## config.mk

```make
export PLATFORM = sky130hd
export DESIGN_NAME = emn_div
export DESIGN_NICKNAME = d
export VERILOG_FILES = /design/src/design/euler_model_normal_matrix_unit_assert.svh /design/src/design/emn_div.sv
export SDC_FILE = /design/constraint.sdc
export NUM_CORES = 2
export LEC_CHECK = 0
export BUFFER_PORTS_ARGS = -buffer_cell sky130_fd_sc_hd__buf_4
export CORE_MARGIN = 2
export CORE_UTILIZATION = 60
export CTS_CLUSTER_DIAMETER = 100
export DETAILED_ROUTE_END_ITERATION = 8
export HOLD_SLACK_MARGIN = 0.02
export PLACE_DENSITY = 0.86
export RECOVER_POWER = 50
export SLEW_MARGIN = 20
export SYNTH_ARGS = -nofsm -noshare
export SYNTH_HDL_FRONTEND = slang
export SYNTH_SLANG_ARGS = --single-unit
```

## constraint.sdc

```tcl
create_clock -name i_clk -period 6.3 [get_ports i_clk]
set_input_delay 0.315 -clock i_clk [delete_from_list [all_inputs] [get_ports i_clk]]
set_output_delay 0.315 -clock i_clk [all_outputs]
set_load 0.005 [all_outputs]
```

## src/design/euler_model_normal_matrix_unit_assert.svh

```systemverilog
// Assertion macros for the Euler model / normal matrix unit.
// Needs i_clk and i_rst_n in the scope where a macro is used.
`ifndef EULER_MODEL_NORMAL_MATRIX_UNIT_ASSERT_SVH
`define EULER_MODEL_NORMAL_MATRIX_UNIT_ASSERT_SVH

// same-cycle implication
`define EMN_ASSERT_NOW(lbl, ante, cons) \
    lbl: assert property (@(posedge i_clk) disable iff (!i_rst_n) (ante) |-> (cons)) \
        else $error("emn: same-cycle check failed");

// next-cycle implication
`define EMN_ASSERT_NEXT(lbl, ante, cons) \
    lbl: assert property (@(posedge i_clk) disable iff (!i_rst_n) (ante) |=> (cons)) \
        else $error("emn: next-cycle check failed");

`endif

```

## src/design/emn_div.sv

```systemverilog
// Pipelined restoring divider, one quotient bit per stage, with a sideband bus.
// No package dependencies.
`default_nettype none
module emn_div #(
    parameter int NW = 27,
    parameter int DW = 16,
    parameter int SW = 1
) (
    input  logic          i_clk,
    input  logic          i_en,
    input  logic [NW-1:0] i_num,
    input  logic [DW-1:0] i_den,
    input  logic [SW-1:0] i_sb,
    output logic [NW-1:0] o_quo,
    output logic [SW-1:0] o_sb
);

    logic [NW-1:0] r_num [NW];
    logic [DW-1:0] r_rem [NW];
    logic [DW-1:0] r_den [NW];
    logic [SW-1:0] r_sb  [NW];

    for (genvar g = 0; g < NW; g++) begin : g_stage
        logic [NW-1:0] w_n;
        logic [DW-1:0] w_r, w_d;
        logic [SW-1:0] w_s;
        logic [DW:0]   w_t;
        logic          w_ge;
        if (g == 0) begin : g_first
            assign w_n = i_num;
            assign w_r = '0;
            assign w_d = i_den;
            assign w_s = i_sb;
        end else begin : g_next
            assign w_n = r_num[g-1];
            assign w_r = r_rem[g-1];
            assign w_d = r_den[g-1];
            assign w_s = r_sb[g-1];
        end
        assign w_t  = {w_r, w_n[NW-1]};
        assign w_ge = (w_t >= {1'b0, w_d});
        always_ff @(posedge i_clk) begin
            if (i_en) begin
                // numerator shifts out at the top, quotient bits fill from the bottom
                r_num[g] <= {w_n[NW-2:0], w_ge};
                r_rem[g] <= w_ge ? DW'(w_t - {1'b0, w_d}) : w_t[DW-1:0];
                r_den[g] <= w_d;
                r_sb[g]  <= w_s;
            end
        end
    end

    assign o_quo = r_num[NW-1];
    assign o_sb  = r_sb[NW-1];

endmodule
`default_nettype wire

```

==> impl_results.rst <==
.. list-table::
   :header-rows: 1

   * - Metric
     - Value
   * - Outcome
     - complete, but fails checks
   * - Post-CTS Hold Fix Bufs
     - 44
   * - # Max-Cap Violations
     - 2
   * - H-tree depth
     - 4
   * - Highest-count cells in the layout ignoring fill and taps
     - sky130_fd_sc_hd__edfxtp_1 (1588), sky130_fd_sc_hd__inv_1 (535), sky130_fd_sc_hd__ha_1 (418)
   * - Clk pin slew, worst setup/hold paths
     - around 60 ps
   * - Placed instance count
     - around 6700
   * - Via count of the first global-routing pass
     - 41073
   * - Worst min-delay path class
     - in2reg
   * - Setup WS pre-CTS
     - roughly 2700 ps
   * - Sinks on Clock Net
     - between 1500 and 2000
   * - Total power after layout
     - ~39000 uW
   * - Core ar.
     - approximately 0.12 mm^2
   * - # resized after CTS
     - 0
   * - Violated checks
     - max-capacitance violations, max-slew violations
   * - Library cell contributing the largest single delay on the critical path
     - sky130_fd_sc_hd__clkbuf_2
   * - Post-DR vias/cell
     - 5.81
   * - Clock buffers created by TritonCTS
     - roughly 160
   * - Highest routed layer
     - met4
   * - P_leak
     - roughly 0.031 uW
   * - Worst reg2reg setup slack
     - roughly 2600 ps
   * - I/O pin count
     - 74
   * - Final Setup Violations
     - 0
   * - Worst Tran Pin Value
     - approximately 3600 ps
   * - Critical path's top delay family
     - buffers and inverters
   * - RSZ-0062 raised after global routing
     - no
   * - HPWL after detailed placement
     - roughly 87000 um
   * - Max-slew headroom at the worst pin
     - -1.38
   * - Endpoint of the most critical setup path
     - r_num[3][16]$_DFFE_PP_
   * - Post-synthesis cell type count
     - 92
   * - Post-synthesis net count
     - around 5600
   * - Cells on worst reg2reg path
     - 9
   * - Register area share after synthesis
     - 0.653
   * - Met1 routed wirelength after detailed routing
     - approximately 53000 um
   * - Most frequent standard cell in the layout excluding fill and tap cells
     - sky130_fd_sc_hd__edfxtp_1
   * - Area added between synthesis and finish
     - 11.3%
   * - Number of nets at the end of the flow
     - around 5800
   * - Nature of the critical path endpoint
     - flip-flop
   * - Global route overflow
     - 0
   * - Number of fill cells in the layout
     - about 8000
   * - Clock tree from TritonCTS
     - done
   * - Met2 routed wirelength
     - about 65000 um
   * - Post-CTS setup buffers
     - 0
   * - Number of DRC markers after the initial detailed-route iteration
     - around 3800
   * - Overall die width
     - between 300 and 400 um
   * - Worst-case vdd ir drop
     - 0.356 mV
   * - GRT Resource Usage Total
     - 0.206
   * - Ordered cell list for the critical path
     - clkbuf_2, clkbuf_1
   * - Starting utilization of the core area
     - 0.607
   * - Startpoint type of the worst setup path
     - input pin
   * - Worst Skew
     - approximately 36 ps
   * - Crit path depth
     - 2
   * - Accumulated negative setup slack
     - 0 ps
   * - Total standard cell area after synthesis
     - about 0.073 mm^2
   * - Clock Tree Root
     - sky130_fd_sc_hd__clkbuf_16
   * - Setup ws final
     - around 2200 ps
   * - Final-report hold violation count
     - 0
   * - Worst-skew pair later-pin latency
     - 800 ps
   * - Final GP Congestion
     - a little over 0.9
   * - Port bufs
     - 73
   * - Final Non-Filler Cells
     - roughly 7100
   * - Longest Clk Path Bufs
     - 3
   * - Data arrival time of the critical path
     - 4440 ps
   * - Post-detailed-route wirelength per cell
     - 18.1 um
   * - Warnings, synthesis
     - 0
   * - Diode insertion count for antenna repair
     - 0
   * - Wire length of the first global-routing pass
     - approximately 210000 um
   * - Standard-cell rows
     - 127
   * - Synth Register Bits
     - approximately 1600
   * - Fraction of layout cells with a size suffix above 1
     - 0.123
   * - Async S/R FF share, synth
     - 0
   * - Dominant synthesized flop cell
     - sky130_fd_sc_hd__edfxtp_1
   * - First-pass iteration count of the detailed router
     - 5
   * - Via count
     - 41161
   * - Worst reg2reg endpoint
     - r_rem[2][46]$_DFFE_PP_
   * - Final Critical Period
     - just over 4000 ps
   * - Power per unit of standard cell area
     - 480 mW/mm^2
   * - Largest net degree at the start of global routing
     - about 190
   * - DRT antenna net count
     - 0
   * - Required time of the critical path
     - roughly 6700 ps
   * - CP startpoint
     - i_en
   * - Number of standard cells after synthesis
     - approximately 5100
   * - Count of flip-flops with a built-in enable after synthesis
     - 1588
   * - Vert. Die Dim
     - ~350 um
   * - Post-synthesis average cell area
     - 14.3 um^2
   * - Die Area
     - approximately 0.12 mm^2
   * - Reg-to-reg critical path startpoint
     - r_rem[2][21]$_DFFE_PP_
   * - Share of the cycle needed by the critical path after routing
     - 0.650
   * - Number of antenna violations at the first check in global routing
     - 0
   * - DR DRC count
     - 0
   * - Met3 wire length
     - about 6300 um
   * - Post-detailed-routing wire length
     - around 130000 um
   * - Count of pins over their slew limit
     - 160
   * - Crit-path max cell delay
     - approximately 2300 ps
   * - Sum of buffers and inverters on the critical path
     - 2
   * - Maximum net fanout on the critical path
     - 123
   * - Max Clk Rate
     - about 0.24 GHz
   * - Type of the worst setup path
     - in2reg
worst register-to-register path, delay by kind of cell, from the launching register on:
family	cells	cell delay (ps)
compound gates	3	1160
mux	1	420
flops	1	410
simple gates	4	1050
fa+ha+maj	1	400
worst min path at each step:
stage	from	cells past startpoint	end	slack, ps
floorplan	r_num[9][9]$_DFFE_PP_	0	r_num[10][10]$_DFFE_PP_	400
global placement	r_num[24][0]$_DFFE_PP_	0	r_num[25][1]$_DFFE_PP_	400
detailed placement	r_num[9][15]$_DFFE_PP_	0	r_num[10][16]$_DFFE_PP_	400
CTS	i_en	1	r_num[7][12]$_DFFE_PP_	80
global route	i_num[19]	2	r_num[0][20]$_DFFE_PP_	220
finish	i_num[21]	2	r_num[0][22]$_DFFE_PP_	250
cell usage after synthesis, types with 74 or more instances:
cell | instances | share of area
sky130_fd_sc_hd__nand2_1 | 202 | 0.010
sky130_fd_sc_hd__o21a_1 | 74 | 0.0076
sky130_fd_sc_hd__xor2_1 | 86 | 0.010
sky130_fd_sc_hd__edfxtp_1 | 1588 | 0.65
sky130_fd_sc_hd__a21oi_1 | 225 | 0.015
sky130_fd_sc_hd__nor3_1 | 81 | 0.0056
sky130_fd_sc_hd__ha_1 | 418 | 0.072
sky130_fd_sc_hd__nor2_1 | 225 | 0.012
sky130_fd_sc_hd__a21o_1 | 85 | 0.0087
sky130_fd_sc_hd__o21ai_0 | 218 | 0.015
sky130_fd_sc_hd__nor2b_1 | 82 | 0.0070
sky130_fd_sc_hd__inv_1 | 535 | 0.028
sky130_fd_sc_hd__xnor2_1 | 181 | 0.022
sky130_fd_sc_hd__mux2_2 | 247 | 0.038
kinds of logic after synthesis:
| kind of cell | count (synthesis) | share of synthesized area |
|---|---|---|
| flip-flops | 1588 | 0.653 |
| AO/OA/AOI/OAI | 939 | 0.0869 |
| buffers and inverters | 587 | 0.0323 |
| AND/OR/NAND/NOR | 922 | 0.0636 |
| XOR/XNOR | 267 | 0.0320 |
| adder cells (fa/ha/maj) | 443 | 0.0785 |
| multiplexers | 342 | 0.0532 |
flip-flops by register name (all words and copies together), names as in the netlist:
name / count
r_den: 416
r_sb: 27
r_rem: 416
r_num: 729
layer usage:
metal | track usage | vias to the layer above
met4 | 0.0864 | 0
met2 | 0.355 | 1196
met1 | 0.259 | 20022
li1 | - | 19613
met5 | 0 | -
met3 | 0.0342 | 330
through the flow:
step	cell area, um^2	hold slack, ps	util
floorplan	73000	400	-
global placement	75500	400	0.628
detailed placement	75500	405	0.628
CTS	81300	77.0	0.676
global route	81200	219	0.675
finish	81200	252	0.675
cell type report:
cell class,count,area [um^2],share of cell area
Clock buffer,203,4250,0.0523
Clock inverter,88,1050,0.0129
Inverter,535,2010,0.0247
Multi-Input combinational cell,2913,23000,0.283
Sequential cell,1588,47700,0.587
Tap cell,1612,2020,0.0248
Timing Repair Buffer,145,1240,0.0153
where the power goes:
| part | internal (uW) | total, uW | switching, uW |
|---|---|---|---|
| Sequential | 14500 | 15600 | 1070 |
| Combinational | 6640 | 14000 | 7380 |
| Clock | 5350 | 9380 | 4030 |
Power figures use the tool's default switching activity.
